`config.mk`:
```
export PLATFORM = sky130hd
export DESIGN_NAME = ghb_out_queue
export DESIGN_NICKNAME = d
export VERILOG_FILES = /design/src/hw/rtl/ghb_out_queue.sv
export SDC_FILE = /design/constraint.sdc
export NUM_CORES = 1
export LEC_CHECK = 0
export ABC_CLOCK_PERIOD_IN_PS = 16300
export BUFFER_PORTS_ARGS = -buffer_cell sky130_fd_sc_hd__clkbuf_2
export CORE_MARGIN = 8
export CORE_UTILIZATION = 55
export CTS_BUF_LIST = sky130_fd_sc_hd__clkbuf_8
export DETAILED_ROUTE_END_ITERATION = 16
export GPL_TIMING_DRIVEN = 0
export PLACE_DENSITY = 0.79
export SLEW_MARGIN = 40
export SYNTH_ARGS = -nofsm -noshare
export SYNTH_HDL_FRONTEND = slang
export SYNTH_SLANG_ARGS = --single-unit
```
`constraint.sdc`:
```
create_clock -name clk -period 16.3 [get_ports clk]
set_clock_uncertainty 0.2 [all_clocks]
set_input_delay 2.445 -clock clk [delete_from_list [all_inputs] [get_ports clk]]
set_output_delay 2.445 -clock clk [all_outputs]
set_load 0.02 [all_outputs]
```
`src/hw/rtl/ghb_out_queue.sv`:
```
// ---------------------------------------------------------------------------
// ghb_out_queue
// Small result FIFO between the update stage and the output channel.
// ---------------------------------------------------------------------------
module ghb_out_queue #(
    parameter int WIDTH = 136,
    parameter int DEPTH = 3
) (
    input  logic                       clk,
    input  logic                       rst_n,
    input  logic                       push,
    input  logic [WIDTH-1:0]           push_data,
    input  logic                       pop_ready,
    output logic                       pop_valid,
    output logic [WIDTH-1:0]           pop_data,
    output logic [$clog2(DEPTH+1)-1:0] level
);

    localparam int PTR_W = $clog2(DEPTH);
    localparam int LVL_W = $clog2(DEPTH+1);

    logic [WIDTH-1:0] entry_reg [DEPTH];
    logic [PTR_W-1:0] wr_ptr_reg, wr_ptr_next;
    logic [PTR_W-1:0] rd_ptr_reg, rd_ptr_next;
    logic [LVL_W-1:0] level_reg, level_next;
    logic             pop;

    function automatic logic [PTR_W-1:0] ptr_inc(input logic [PTR_W-1:0] p);
        return (p == PTR_W'(DEPTH-1)) ? '0 : p + 1'b1;
    endfunction

    assign pop_valid = (level_reg != '0);
    assign pop       = pop_valid && pop_ready;
    assign pop_data  = entry_reg[rd_ptr_reg];
    assign level     = level_reg;

    always_comb
    begin
        wr_ptr_next = push ? ptr_inc(wr_ptr_reg) : wr_ptr_reg;
        rd_ptr_next = pop  ? ptr_inc(rd_ptr_reg) : rd_ptr_reg;
        level_next  = level_reg + LVL_W'(push) - LVL_W'(pop);
    end

    always_ff @(posedge clk or negedge rst_n)
    begin
        if (!rst_n)
        begin
            wr_ptr_reg <= '0;
            rd_ptr_reg <= '0;
            level_reg  <= '0;
        end
        else
        begin
            wr_ptr_reg <= wr_ptr_next;
            rd_ptr_reg <= rd_ptr_next;
            level_reg  <= level_next;
        end
    end

    always_ff @(posedge clk)
    begin
        if (push)
        begin
            entry_reg[wr_ptr_reg] <= push_data;
        end
    end

endmodule

```
# Word level (Yosys, flattened, before mapping)

Memory sizes are Yosys's and may differ from the RTL's.
Cells that the tools add are included.

$add $sub $neg: 4
Equality and inequality tests: 2
Mux-type cells: 4
Reduce and logical (&&, ||, !) cells: 2

Operator list:

| kind                  | count |
|---|---|
| $add A2 B1 Y2 const B | 2 |
| $eq A2 B2 Y1 const B  | 2 |
| $mux W2               | 2 |
| $add A2 B1 Y2         | 1 |
| $mux W1               | 2 |
| $reduce_bool A2 Y1    | 1 |
| $sub A2 B1 Y2         | 1 |
| $logic_and A1 B1 Y1   | 1 |

Bits in registers: 6
Bits in writable memories: 408
Bits of input ports: 140
Output and inout port bits: 139
Word-level logic and storage cells: 16
Memories: 1

Memory list:

| memory    | words | bits a word | rd ports | clocked after memory_dff | wr ports | line | source |
|---|---|---|---|---|---|---|---|
| entry_reg | 3     | 136         | 1        | 0                        | 1        | 22   | `logic [WIDTH-1:0] entry_reg [DEPTH];` |

# Longest topological paths before layout

Word-level depth: 3
Depth in mapped cells: 7
Depth with buffers taken out: 7

# Worst setup path before layout

Ideal clock, no wire load.

Kind: input -> register
Start: input port push
End: memory entry_reg[2][0], enable pin
Library setup time: 0.827 ns
Arrival: 12.312 ns
Data required time: 15.273 ns
Path slack: 2.961 ns
Cell stages on the path: 2
Buffers on the path: 0
Cells stage by stage: inv_1 nor3b_1

Cells in the longest elaborated chain, start to end: 2

Ends and longest elaborated chain:

| item                          | line | source |
|---|---|---|
| start, declared               | 11   | `input logic push,` |
| $mux W1                       | 62   | `if (push)` |
| $mux W1 (implied by the code) | 64   | `entry_reg[wr_ptr_reg] <= push_data;` |
| end, declared                 | 22   |  |

Every way passes these cells.

# Worst setup path in the final report

Start: register rd_ptr_reg[1]
End: output port pop_data[39]

Cells in the longest elaborated chain, start to end: 1

Ends and longest elaborated chain:

| item                   | line | source |
|---|---|---|
| start, declared        | 24   | `logic [PTR_W-1:0] rd_ptr_reg, rd_ptr_next;` |
| start signal, assigned | 55   | `rd_ptr_reg <= rd_ptr_next;` |
| $mem_v2 Z3 W136        | n/a  |  |
| end, declared          | 15   | `output logic [WIDTH-1:0] pop_data,` |

Every way passes these cells.

==> metrics.cfg <==
[critical_path]
worstReg2RegEnd = entry_reg[0][55]
reg2reg_from = wr_ptr_reg[1]
cp.arrival_ps = 2200
crit_required_ps = 13650
startpoint_type = flip-flop
path_max_fanout = 10
reg2reg_slack_ps = 13470
startpoint = rd_ptr_reg[1]
r2r_cells = 7
worst-setup-path-type = flip-flop to output pin
end_kind = output pin

[power]
power_frac_comb_pct = 35.2
power_frac_clock_pct = 23.8
leakagePower_nw = 7.363
vdd_drop_max_uv = 111.5
p_int_mw = 2.155
p_per_area_nw_per_um2 = 174.8
seq_power_share_pct = 41.0
power.switching_mw = 1.179
p_sw_share_pct = 35.36

[hold_path]
whs_path_depth = 1
min_to = level[1]
worstHoldStart = level[1]
hold_path.class = flip-flop to flip-flop

[clocking]
clock-root-buffer = clkbuf_8
post-cts-setup-buffers = 0
cts_resized = 0
htree_levels = 3
cts_max_path_buffers = 3
cts_made_buffers = 67
cts_tree = built
postCtsHoldBufs = 0
clkSinkCount = 414
path_clk_slew_ps = 60
insertion_delay_ps = 550

[finish]
final_nets = 1433
final_util_pct = 68.85
multi_input_area_um2 = 2696
drive_gt1_share_pct = 33.13
seq_area_um2 = 12400
n_fill_cell = 1865
finalNonFillerCells = 1720
largest_reg_flops = 408
syn_to_final_growth_pct = 23.48

[sta]
holdWs_ps = 356.0
relSlewSlack_pct = 58.72
rsz0062_at_grt = no
post-route-min-period_ps = 4844
setup_violations = 0
final-max-slew-violation-count = 0
finalSetupTns_ps = 0
fmax_mhz = 206.5
tightest_slew_ps = 617.8
period_share_pct = 29.71
hold_viol_final = 0

[global_route]
grt_pass1_wl_um = 50900
antenna_found_initial = 2
track_usage_pct = 19.63
grt-ovfl-total = 0
grt_pass1_vias = 9353
grt_max_degree = 19

[die]
die_w_um = 183.6
rows = 61
io_pins = 279
fp.dieH_um = 183.6
core_um2 = 27710
start_util_pct = 55.76
dieArea_um2 = 33710

[drt]
antenna_left = 0
route.detailed.drc = 0
wirelength_um = 33920
drt-pass1-iter-count = 7
drt-wirelength-per-cell_um = 19.72
vias_per_cell = 5.185
num_vias = 8919
first_iter_violations = 560

[synth]
seq_area_frac_synth_pct = 80.28
avgSynthCellArea_um2 = 17.40
netlist_area_um2 = 15450
synthCells = 888
syn-num-nets = 1030
synth.distinct_cells = 20
synth-warning-count = 0
yosys_register_bits = 414

[placement]
port_buffers = 278
placed_cells = 1600
hpwl_um = 24310
gp_congestion = 0.7330

[run]
max_cap_viol_count = 0

[run_status]
status = complete, no violations

## layout by cell type (no fill, tap or decap), types with 15 or more instances in the layout
cell type | Yosys | routed
buf_2 | 7 | 19
o21ai_0 | 29 | 29
mux2i_1 | 137 | 137
clkinv_1 | 0 | 20
clkbuf_1 | 22 | 22
clkbuf_8 | 0 | 70
clkbuf_2 | 0 | 278
buf_8 | 11 | 15
buf_4 | 4 | 33
inv_1 | 4 | 22
nand2_1 | 137 | 137
edfxtp_1 | 408 | 408
o21ai_1 | 108 | 108
## cell families (layout without fill, tap and decap cells)
| group | count (synthesis) | after routing | share of synthesized area (%) |
|---|---|---|---|
| mux | 139 | 139 | 9.022 |
| buf+inv | 50 | 502 | 2.381 |
| fa+ha+maj | 2 | 2 | 0.1620 |
| other cells | 0 | 2 | 0 |
| xor+xnor | 2 | 2 | 0.1134 |
| flops | 414 | 414 | 80.28 |
| simple gates | 143 | 143 | 3.556 |
| compound gates | 138 | 138 | 4.487 |
## power by group through the flow
stage / Clock, mW / Sequential [mW] / Combinational, mW
finish: 0.793 / 1.37 / 1.17
global route: 0.862 / 1.37 / 1.26
CTS: 0.816 / 1.37 / 1.20
detailed placement: 0 / 1.39 / 1.19
global placement: 0 / 1.46 / 1.12
floorplan: 0 / 1.43 / 0.749
## cells in the mapped netlist, drive strengths merged
cell type    n  area share, %
a21o         1          0.049
buf         24            1.7
clkbuf      22           0.53
dfrtp        6           0.97
edfxtp     408             79
ha           2           0.16
inv          4          0.097
mux2         2           0.15
mux2i      137            8.9
nand2      137            3.3
nor2         2          0.049
nor2b        1          0.041
nor3b        2          0.097
o21ai      137            4.4
or2          1          0.041
xnor2        2           0.11
## metal layers
layer / vias up / part of all wire (%) / track usage, %
li1: 4214 / - / -
met5: - / 0.024 / 0
met1: 4334 / 38 / 22.60
met2: 308 / 51 / 34.00
met4: 2 / 2.1 / 6.213
met3: 61 / 9.3 / 6.877
## cell type report
cell class	count	area share (%)
sequential	414	65.01
timing repair buffer	334	10.14
clock inverter	48	1.227
tap	378	2.479
antenna	2	0.02624
buffer	46	1.850
inverter	4	0.07871
multi-input combinational	424	14.13
clock buffer	70	5.051
## stage by stage
step	setup slack, ps	cell area [um^2]	power (mW)
2_1_floorplan	2961	15450	2.177
5_1_grt	11300	19070	3.501
3_5_place_dp	11350	17870	2.581
3_3_place_gp	-3835	17310	2.584
6_report	11460	19080	3.334
4_1_cts	11390	19070	3.379
## critical path, stage by stage (launching register included)
cell and delay, ps:
dfrtp_1 400, buf_2 330, clkbuf_1 440, nand2_1 90
o21ai_1 160, clkbuf_2 220
## how the worst max path moves through the flow
stage                             endpoint  slack [ps]  depth (start not counted)
after floorplan            entry_reg[2][0]        2960                          2
after CTS                     pop_data[40]       11390                          5
after global placement    entry_reg[0][60]       -3830                          2
final                         pop_data[39]       11460                          5
after detailed placement  entry_reg[0][63]       11350                          8
after global routing          pop_data[53]       11300                          5
No activity file was read; power rests on OpenSTA's default activity.
