[src/hw/rtl/ghb_pkg.sv]
// ---------------------------------------------------------------------------
// ghb_pkg
// Shared opcodes, field widths and the stage control struct of the
// gradient histogram builder.
// ---------------------------------------------------------------------------
package ghb_pkg;

    localparam int BIN_WIDTH   = 8;
    localparam int GRAD_WIDTH  = 32;
    localparam int COUNT_WIDTH = 32;

    localparam logic OP_ACCUMULATE = 1'b0;
    localparam logic OP_READ       = 1'b1;

    // control of the item sitting in the update stage
    typedef struct packed {
        logic                 valid;
        logic                 opcode;
        logic                 in_range;
        logic [BIN_WIDTH-1:0] bin_index;
    } s1_ctrl_t;

endpackage

[src/hw/rtl/ghb_update.sv]
// ---------------------------------------------------------------------------
// ghb_update
// Read-modify-write arithmetic of one bin: saturating sums, saturating
// count, read-and-clear.
// ---------------------------------------------------------------------------
module ghb_update #(
    parameter int SUM_WIDTH = 48
) (
    input  ghb_pkg::s1_ctrl_t                     ctrl,
    input  logic signed [ghb_pkg::GRAD_WIDTH-1:0] gradient,
    input  logic signed [ghb_pkg::GRAD_WIDTH-1:0] hessian,
    input  logic signed [SUM_WIDTH-1:0]           cur_grad,
    input  logic signed [SUM_WIDTH-1:0]           cur_hess,
    input  logic [ghb_pkg::COUNT_WIDTH-1:0]       cur_count,
    output logic                                  write_en,
    output logic signed [SUM_WIDTH-1:0]           new_grad,
    output logic signed [SUM_WIDTH-1:0]           new_hess,
    output logic [ghb_pkg::COUNT_WIDTH-1:0]       new_count,
    output logic signed [SUM_WIDTH-1:0]           res_grad,
    output logic signed [SUM_WIDTH-1:0]           res_hess,
    output logic [ghb_pkg::COUNT_WIDTH-1:0]       res_count
);

    import ghb_pkg::*;

    localparam logic [SUM_WIDTH-1:0] SUM_MAX = {1'b0, {(SUM_WIDTH-1){1'b1}}};
    localparam logic [SUM_WIDTH-1:0] SUM_MIN = {1'b1, {(SUM_WIDTH-1){1'b0}}};

    // one guard bit holds the exact sum; guard and sign differ on overflow
    function automatic logic [SUM_WIDTH-1:0] sat_add(
        input logic [SUM_WIDTH-1:0]  sum,
        input logic [GRAD_WIDTH-1:0] addend
    );
        logic [SUM_WIDTH:0] wide;
        logic [SUM_WIDTH-1:0] res;
        wide = {sum[SUM_WIDTH-1], sum}
             + {{(SUM_WIDTH+1-GRAD_WIDTH){addend[GRAD_WIDTH-1]}}, addend};
        if (wide[SUM_WIDTH] != wide[SUM_WIDTH-1])
        begin
            res = wide[SUM_WIDTH] ? SUM_MIN : SUM_MAX;
        end
        else
        begin
            res = wide[SUM_WIDTH-1:0];
        end
        return res;
    endfunction

    assign write_en = ctrl.valid && ctrl.in_range;

    always_comb
    begin
        unique case (ctrl.opcode)
            OP_ACCUMULATE:
            begin
                new_grad  = sat_add(cur_grad, gradient);
                new_hess  = sat_add(cur_hess, hessian);
                new_count = (cur_count == {COUNT_WIDTH{1'b1}}) ? cur_count
                                                               : cur_count + 1'b1;
            end
            OP_READ:
            begin
                new_grad  = '0;
                new_hess  = '0;
                new_count = '0;
            end
            default:
            begin
                new_grad  = cur_grad;
                new_hess  = cur_hess;
                new_count = cur_count;
            end
        endcase
    end

    // bins beyond the store read as empty
    assign res_grad  = ctrl.in_range ? cur_grad  : '0;
    assign res_hess  = ctrl.in_range ? cur_hess  : '0;
    assign res_count = ctrl.in_range ? cur_count : '0;

endmodule

[config.mk]
export PLATFORM = sky130hd
export DESIGN_NAME = ghb_update
export DESIGN_NICKNAME = d
export VERILOG_FILES = /design/src/hw/rtl/ghb_pkg.sv /design/src/hw/rtl/ghb_update.sv
export SDC_FILE = /design/constraint.sdc
export NUM_CORES = 1
export LEC_CHECK = 0
export BUFFER_PORTS_ARGS = -buffer_cell sky130_fd_sc_hd__clkbuf_2
export CAP_MARGIN = 20
export CORE_AREA = 2 2 178 180
export DETAILED_ROUTE_END_ITERATION = 10
export DIE_AREA = 0 0 180 182
export PLACE_DENSITY = 0.51
export SYNTH_ARGS = -nofsm -noshare
export SYNTH_HDL_FRONTEND = slang
export SYNTH_SLANG_ARGS = --single-unit
[constraint.sdc]
create_clock -name vclk -period 13.5
set_input_delay 4.05 -clock vclk [all_inputs]
set_output_delay 4.05 -clock vclk [all_outputs]
set_load 0.05 [all_outputs]
**Yosys cells after proc, flatten, opt, wreduce, memory -nomap -nowiden**

Cells that the tools add are included.

- Add/sub/neg operators: 3
- Equal/unequal tests: 3
- Mux-type cells: 11
- Bitwise operators: 1
- Reductions and logical operators: 1

Operator list:

| operator | number |
|---|---|
| $mux 48 | 6 |
| $pmux 48 s2 | 2 |
| $add 48x32->49 | 2 |
| $mux 32 | 2 |
| $pmux 32 s2 | 1 |
| $add 32x1->32 const B | 1 |
| $eq 32x32->1 const B | 1 |
| $ne 1x1->1 | 2 |
| $logic_and 1x1->1 | 1 |
| $not 1->1 | 1 |

- Bits in registers: 0
- Output and inout bits: 257
- Word-level logic and storage cells: 19

**Longest topological paths before layout**

Gate-level depths: netlist (run 1).

- Depth in word-level cells: 4
- Depth in mapped cells: 15

**Least setup slack after synthesis (run 1)**

No wires, ideal clock.

- Path kind: input to output
- Start: input hessian[0] (netlist name)
- End: output new_hess[0]
- Arrival time: 7.495 ns
- Required time: 9.450 ns
- Path slack: 1.955 ns
- Cell stages on the path: 14
- Path through: ha_1 > fa_1 > a211o_1 > a21oi_1 > or3_1 > nand3_2 > o21ai_2 > o31ai_4 > a211oi_1 > a211oi_2 > a311oi_2 > xor2_1 > buf_2 > a21oi_1

- Cells in the longest elaborated chain, start to end: 4

RTL lines:

| element | line | source |
|---|---|---|
| start: declaration | ghb_update.sv:11 | `input logic signed [ghb_pkg::GRAD_WIDTH-1:0] hessian,` |
| $add 48x32->49 * | ghb_update.sv:37 | `+ {{(SUM_WIDTH+1-GRAD_WIDTH){addend[GRAD_WIDTH-1]}}, addend};` |
| $mux 48 or $ne 1x1->1 (tied branches) | ghb_update.sv:40, ghb_update.sv:38 |  |
| $mux 48 * | ghb_update.sv:38 | `if (wide[SUM_WIDTH] != wide[SUM_WIDTH-1])` |
| $pmux 48 s2 * | ghb_update.sv:53 | `unique case (ctrl.opcode)` |
| end: declaration | ghb_update.sv:17 | `output logic signed [SUM_WIDTH-1:0] new_hess,` |

Every way passes the cells marked *; elsewhere a longest branch is shown, timed or not.

**Final worst setup path (run 1)**

- Start: input cur_hess[0]
- End: output new_hess[10]

- Cells in the longest elaborated chain, start to end: 4

RTL lines:

| element | line | source |
|---|---|---|
| start: declaration | ghb_update.sv:13 | `input logic signed [SUM_WIDTH-1:0] cur_hess,` |
| $add 48x32->49 * | ghb_update.sv:37 |  |
| $mux 48 or $ne 1x1->1 (tied branches) | ghb_update.sv:40, ghb_update.sv:38 |  |
| $mux 48 * | ghb_update.sv:38 |  |
| $pmux 48 s2 * | ghb_update.sv:53 |  |

Marks and branches as above.

==> results of run 1 <==
-- cells by family (layout without fill, tap and decap cells) --
kind of cell | after synthesis | after routing
fa+ha+maj | 99 | 99
simple gates | 419 | 419
compound gates | 413 | 413
mux | 2 | 2
xor+xnor | 113 | 113
buf+inv | 104 | 488
-- worst paths after layout --
kind                      from           end  slack [ps]
setup / recovery   cur_hess[0]  new_hess[10]         900
hold / removal    cur_grad[14]  res_grad[14]        8560
-- metrics by stage --
| stage | worst slack (ps) | utilization [%] | area, um^2 | power, mW |
|---|---|---|---|---|
| 6_report | 895 | 32.6 | 10100 | 0.781 |
| 5_1_grt | 722 | 32.6 | 10100 | 0.835 |
| 4_1_cts | 900 | 32.6 | 10100 | 0.784 |
| 3_5_place_dp | 916 | 32.6 | 10100 | 0.781 |
| 3_3_place_gp | 999 | 32.6 | 10100 | 0.780 |
| 2_1_floorplan | 1950 | - | 7590 | 0.591 |
-- cells in the final DEF (no fill, tap or decap), drive strengths merged, types with 3 or more instances in the layout --
| cell | count |
|---|---|
| inv | 31 |
| ha | 97 |
| nand4 | 28 |
| nand2b | 7 |
| a41oi | 3 |
| a31oi | 18 |
| nor3 | 14 |
| xnor2 | 54 |
| buf | 6 |
| o211ai | 5 |
| and4 | 4 |
| a221o | 3 |
| nor2b | 11 |
| nor4 | 5 |
| o31ai | 7 |
| xor2 | 59 |
| o21a | 5 |
| o41ai | 3 |
| nand2 | 77 |
| a221oi | 3 |
| a21o | 55 |
| and3 | 13 |
| or4 | 3 |
| o21ai | 55 |
| a21oi | 209 |
| clkbuf | 451 |
| a211oi | 11 |
| nand3 | 33 |
| nor2 | 67 |
| and2 | 137 |
| o21bai | 14 |
| or3 | 13 |
-- power by group through the flow --
stage,registers [mW],clock network (mW),logic (mW)
after floorplan,0,0,0.591
after global placement,0,0,0.780
after detailed placement,0,0,0.781
after CTS,0,0,0.784
after global routing,0,0,0.835
final,0,0,0.781
-- per-layer routing --
layer	up-vias	track usage (%)	share of wire, %
met1	4426	23.1	46
met2	319	31.2	48
li1	4930	-	-
met3	22	1.50	4.9
met5	-	0	0
met4	0	1.43	0.77
-- layout make-up --
class / count / area share, %
multi-input cells: 1046 / 71.0
repair buffers: 457 / 22.9
well taps: 402 / 4.98
inverters: 31 / 1.15
==> results.yml, run 1 <==
synth:
  synth_compound_area_share_pct: 34.7
  synth_area_per_cell_um2: 6.60
  synth_common_cells: "a21oi_1, and2_1, ha_1"
  synthSimpleGateAreaFrac_pct: 29.4
  seq_area_frac_synth_pct: 0
  synthCells: 1150
  synth_cell_types: 68
  yosys.area.top_type: "ha_1"
  synthXorXnorAreaFrac_pct: 13.0
  syn_nets: 1452
  synth_top_family_by_area: "compound AO/OA/AOI/OAI gates"
  syn_area_um2: 7590
  ys.warnings.count: 0
  yosys-top-cells-area: "ha_1, a21oi_1, and2_1, xor2_1, xnor2_1"
  synth_top_area_share_pct: 16.0
  synth.mux.area_fraction_pct: 0.264
  synth.most_common_cell: "a21oi_1"
  synth_fa_ha_area_share_pct: 16.5
layout:
  area_growth_syn_to_layout_pct: 33.1
  instances_no_fill: 1936
  drive_gt1_share_pct: 32.9
  insertedDiodeCount: 0
  seq_area_um2: 0
  multiInputGateArea_um2: 7170
  nFlopsAndLatches: 0
  clock_buffers: 0
  fillerInstances: 3502
  nNetsFinal: 1838
power_and_ir_drop:
  switching_share_pct: 71.8
  clockPowerShare_pct: 0
  combPwrFrac_pct: 100.0
  switching_power_uw: 561
  p_int_uw: 220
  power_density_nw_per_um2: 77.3
  seqPwrFrac_pct: 0
  peakVddDrop_mv: 0.0472
  power_leakage_nw: 5.14
job:
  maxCapViolCount: 0
floorplan:
  ios: 460
  std_cell_rows: 65
  start_util_pct: 24.5
  die_x_um: 180
  die_area_um2: 32800
  core_um2: 31000
  die_h_um: 182
sta:
  finalHoldViolations: 0
  slew_headroom_pct: 39.0
  finalSetupViolations: 0
  final.setup.tns_ps: 0
  period_minus_slack_ps: 12600
  period_share_pct: 93.4
  drv_slew: 0
  max_freq_mhz: 79.3
  worst_pin_slew_ps: 915
  rsz0062_at_grt: "no"
  holdWs_ps: 8560
setup_path:
  crit_path_end_kind: "output pin"
  crit_chain: "clkbuf_2 > ha_1 > fa_1 > a211o_1 > a21oi_1 > or3_1 > nand3_2 > o21ai_2 > o31ai_4 > a211oi_1 > a211oi_2 > a311oi_2 > a31o_2 > buf_4 > a21oi_1 > clkbuf_2"
  worst_ep_arrival_time_ps: 8550
  cp.required_ps: 9450
  cp-start-kind: "primary input"
  slowest_delay_ps: 560
  slowest_stage: "a311oi_2"
  cp_max_fo: 47
  cp_num_buf_inv: 3
  worstSetupPathType: "primary input to output pin"
  crit_family: "compound AO/OA/AOI/OAI gates"
  path_depth: 16
global_route:
  overflow: 0
  grt_pass1_wl_um: 48100
  grtUsageTotal_pct: 17.3
  grt_start_max_net_pins: 130
  grt_pass1_vias: 9177
  antenna_found_initial: 0
route:
  drt_iter0_drc: 460
  antenna_left: 0
  dr.pass1.iters: 5
  drc: 0
  vias_per_cell: 5.01
  vias: 9697
  routed_wl_um: 30600
  wl_per_cell_um: 15.8
placement:
  place_inst: 1936
  io_buffers: 452
  place_congestion: 0.858
  dpl.hpwl_um: 26000
clock_network:
  hold_buffers: 0
  post-cts-setup-buffers: 0
  cts_resized: 0
status:
  status: "finished, final reports clean"
hold_path:
  hold_path.class: "primary input to output pin"
  hold_depth: 3
No activity file was read; power rests on OpenSTA's default activity.
==> inputs of run 2 (changes only) <==
--- a/config.mk
+++ b/config.mk
@@ -12,4 +12,5 @@
 export DIE_AREA = 0 0 180 182
 export PLACE_DENSITY = 0.51
+export REMOVE_ABC_BUFFERS = 1
 export SYNTH_ARGS = -nofsm -noshare
 export SYNTH_HDL_FRONTEND = slang
==> constraint.sdc (replaced) <==
create_clock -name vclk -period 13.5
set_input_delay 4.05 -clock vclk [all_inputs]
set_output_delay 4.05 -clock vclk [all_outputs]
set_load 0.005 [all_outputs]
==> run 2 against run 1 <==
Effect of this change:
- combinational power shrank 33%
- non-clock buffer count up 5
- utilization grew 0.12 points
- design area rose by 0.37%
- setup slack improved by 87 ps
- critical path depth is the same
- sequential share of layout area unchanged
- largest power group unchanged
==> results.yml, run 2 (synthesis gave the netlist of run 1 again) <==
route:
  dr.pass1.iters: 5
  routed_wl_um: 31100
  drt_iter0_drc: 349
  wl_met2_um: 15200
  routedLengthMet1_um: 13900
  wl_per_cell_um: 16.0
  vias: 9751
  antenna_left: 0
  drc: 0
  wl_met3_um: 1530
  vias_per_cell: 5.02
  top_layer_used: "met5"
sta:
  period_minus_slack_ps: 12520
  rsz0062_at_grt: "no"
  worst_pin_slew_ps: 903
  finalSetupViolations: 0
  holdWs_ps: 8400
  drv_slew: 0
  slew_headroom_pct: 39.8
  finalHoldViolations: 0
  final.setup.tns_ps: 0
  max_freq_mhz: 79.9
  period_share_pct: 92.7
global_route:
  overflow: 0
  grt_pass1_wl_um: 49500
  grtUsageTotal_pct: 17.8
  grt_pass1_vias: 9402
  grt_start_max_net_pins: 130
  antenna_found_initial: 1
floorplan:
  die_h_um: 182
  start_util_pct: 24.5
  std_cell_rows: 65
  ios: 460
  die_x_um: 180
  core_um2: 31000
  die_area_um2: 32800
placement:
  place_congestion: 0.871
  dpl.hpwl_um: 26200
  io_buffers: 452
clock_network:
  hold_buffers: 0
  cts_resized: 0
  post-cts-setup-buffers: 0
hold_path:
  hold_path.class: "primary input to output pin"
layout:
  utilization_pct: 32.7
  drive_gt1_share_pct: 33.1
  area_growth_syn_to_layout_pct: 33.6
  nFlopsAndLatches: 0
  seq_area_um2: 0
  clock_buffers: 0
  insertedDiodeCount: 0
  mostFrequentLayoutCells: "clkbuf_2, a21oi_1, and2_1"
  nNetsFinal: 1843
  final_common_cell: "clkbuf_2"
setup_path:
  crit_path_end_kind: "output pin"
  cp_max_fo: 24
  setup.worst_path.start: "gradient[0]"
  endpoint: "new_grad[2]"
  worstSetupPathType: "primary input to output pin"
  cp.required_ps: 9450
  worst_ep_arrival_time_ps: 8470
  cp-start-kind: "primary input"
power_and_ir_drop:
  power_density_nw_per_um2: 51.8
  peakVddDrop_mv: 0.0256
  power_leakage_nw: 5.17
status:
  status: "finished, final reports clean"
job:
  maxCapViolCount: 0
-- run 2: area by class of cell --
class | count | area, um^2
tap | 402 | 503
multi-input combinational | 1046 | 7170
inverter | 31 | 116
timing repair buffer | 462 | 2350
fill | 3500 | 20800
-- run 2: worst min-delay path by stage --
stage | startpoint | end | slack (ps) | cells after the start
floorplan | ctrl[9] | new_count[12] | 8130 | 1
global placement | cur_grad[16] | res_grad[16] | 8400 | 3
detailed placement | cur_grad[26] | res_grad[26] | 8400 | 3
CTS | cur_grad[17] | res_grad[17] | 8400 | 3
global route | cur_hess[5] | res_hess[5] | 8410 | 3
finish | cur_grad[17] | res_grad[17] | 8400 | 3
-- run 2: per-stage QoR --
| step | instances | power (mW) | worst slack [ps] | area [um^2] |
|---|---|---|---|---|
| floorplan | 1077 | 0.316 | 221 | 7250 |
| global placement | 1941 | 0.525 | 944 | 10100 |
| detailed placement | 1941 | 0.525 | 959 | 10100 |
| CTS | 1941 | 0.528 | 950 | 10100 |
| global route | 1941 | 0.583 | 545 | 10100 |
| finish | 1941 | 0.525 | 983 | 10100 |
-- run 2: critical path: stages --
cell and delay [ps]:
clkbuf_2 90, ha_1 270, fa_1 430, a21oi_1 240
o211ai_1 140, a21oi_1 350, nor3_1 120, nor3_1 540
o41ai_2 230, a31oi_1 450, o21ai_1 160, o21ai_1 220
xor2_4 520, buf_4 390, a21oi_1 100, clkbuf_2 160
-- run 2: routing by layer --
metal  vias to the layer above  GRT usage, %
li1                       4947             -
met1                      4462          23.1
met2                       322          32.6
met3                        18          1.66
met4                         2          2.05
met5                         -             0
-- run 2: power breakdown --
| part | switching [mW] | total (mW) | internal, mW |
|---|---|---|---|
| logic | 0.303 | 0.525 | 0.222 |
| registers | 0 | 0 | 0 |
| clock network | 0 | 0 | 0 |
==> inputs of run 3 (changes only) <==
Settings changed: CORE_AREA 2 2 178 180 to unset, CORE_ASPECT_RATIO set to 0.9, CORE_MARGIN set to 2, CORE_UTILIZATION set to 25, DIE_AREA 0 0 180 182 to unset.
==> run 3 against run 2 <==
Effect of this change:
- maximum frequency rose by 1.0%
- design area is 0.16% lower
- global-route usage rose by 0.54 points
- sequential share of layout area is the same
- combinational power about the same
- largest power group unchanged
- highest routed layer is now met4
==> results.yml, run 3 (synthesis gave the netlist of run 1 again) <==
setup_path:
  slowest_stage: "buf_4"
  cp.required_ps: 9450
  crit_path_end_kind: "output pin"
  slowest_delay_ps: 560
  cp-start-kind: "primary input"
  worstSetupPathType: "primary input to output pin"
  crit_chain: "clkbuf_2 > ha_1 > fa_1 > a211o_1 > a21oi_1 > or3_1 > nand3_2 > o21ai_2 > o31ai_4 > a211oi_1 > a211oi_2 > a311oi_2 > a31o_2 > buf_4 > a21oi_1 > clkbuf_2"
  cp_max_fo: 44
  worst_ep_arrival_time_ps: 8340
  cp_num_buf_inv: 3
  crit_family: "compound AO/OA/AOI/OAI gates"
power_and_ir_drop:
  power_leakage_nw: 5.15
  peakVddDrop_mv: 0.0192
  power_density_nw_per_um2: 52.0
  finalPower_uw: 527
floorplan:
  std_cell_rows: 60
  ios: 460
  core_um2: 29900
  die_area_um2: 31800
  start_util_pct: 25.4
  die_x_um: 188
  die_h_um: 169
sta:
  max_freq_mhz: 80.7
  slew_headroom_pct: 39.6
  worst_pin_slew_ps: 906
  period_minus_slack_ps: 12390
  period_share_pct: 91.8
  worst_slack_ps: 1110
  finalHoldViolations: 0
  drv_slew: 0
  finalSetupViolations: 0
  rsz0062_at_grt: "no"
  final.setup.tns_ps: 0
job:
  maxCapViolCount: 0
route:
  wl_per_cell_um: 16.2
  vias_per_cell: 5.01
  drc: 0
  antenna_left: 0
  routed_wl_um: 31300
  drt_iter0_drc: 402
  dr.pass1.iters: 5
  vias: 9704
placement:
  place_inst: 1938
  dpl.hpwl_um: 26600
  postPlaceCellArea_um2: 10100
  post-place-ws_ps: 1150
  place_congestion: 0.897
  io_buffers: 452
hold_path:
  min_from: "ctrl[10]"
  hold_depth: 3
  hold_path.class: "primary input to output pin"
  hold_path_end: "write_en"
layout:
  final_common_cell: "clkbuf_2"
  insertedDiodeCount: 0
  fin_area_um2: 10100
  mostFrequentLayoutCells: "clkbuf_2, a21oi_1, and2_1"
  clock_buffers: 0
  fillerInstances: 3381
  seq_area_um2: 0
  nNetsFinal: 1839
  drive_gt1_share_pct: 32.9
  area_growth_syn_to_layout_pct: 33.4
  nFlopsAndLatches: 0
  instances_no_fill: 1938
global_route:
  grt_pass1_vias: 9019
  grt_start_max_net_pins: 130
  antenna_found_initial: 0
  grt_pass1_wl_um: 48500
  grtUsageTotal_pct: 18.3
  overflow: 0
status:
  status: "finished, final reports clean"
clock_network:
  cts_resized: 0
  hold_buffers: 0
  post-cts-setup-buffers: 0
==> run 3: cell count changes in the layout (fill, tap and decap cells not counted), sizes merged <==
cell  before  now
buf       11    7
==> run 3: power by group <==
part	internal [mW]	leakage, nW	switching, mW
Clock	0	0	0
Sequential	0	0	0
Combinational	0.222	5.15	0.305
Total	0.222	5.15	0.305
==> run 3: how the worst max path moves through the flow <==
stage                 from           end  cells past startpoint
3_5_place_dp    hessian[0]  new_hess[12]                     16
2_1_floorplan   hessian[0]   new_hess[0]                     13
3_3_place_gp    hessian[0]  new_hess[44]                     16
4_1_cts         hessian[0]  new_hess[12]                     16
5_1_grt        hessian[31]  new_hess[15]                     15
6_report        hessian[0]  new_hess[12]                     16
==> run 3: final cells by class <==
cell class / count / area [um^2] / share of cell area (%)
Tap cell: 403 / 504 / 4.98
Inverter: 31 / 116 / 1.15
Multi-Input combinational cell: 1046 / 7170 / 70.8
Timing Repair Buffer: 458 / 2330 / 23.1
==> run 3: layer usage <==
metal | vias to the layer above | wire [um] | global-route usage [%]
met5 | - | 0 | 0
met4 | 0 | 505 | 2.98
met3 | 26 | 1910 | 2.13
met2 | 345 | 15000 | 32.8
met1 | 4378 | 14000 | 23.9
li1 | 4955 | - | -
==> run 3: per-stage QoR <==
step,utilization [%],hold WS [ps]
final,33.9,8390
after global routing,33.9,8410
after CTS,33.9,8400
after detailed placement,33.9,8400
after global placement,33.9,8390
after floorplan,-,8130
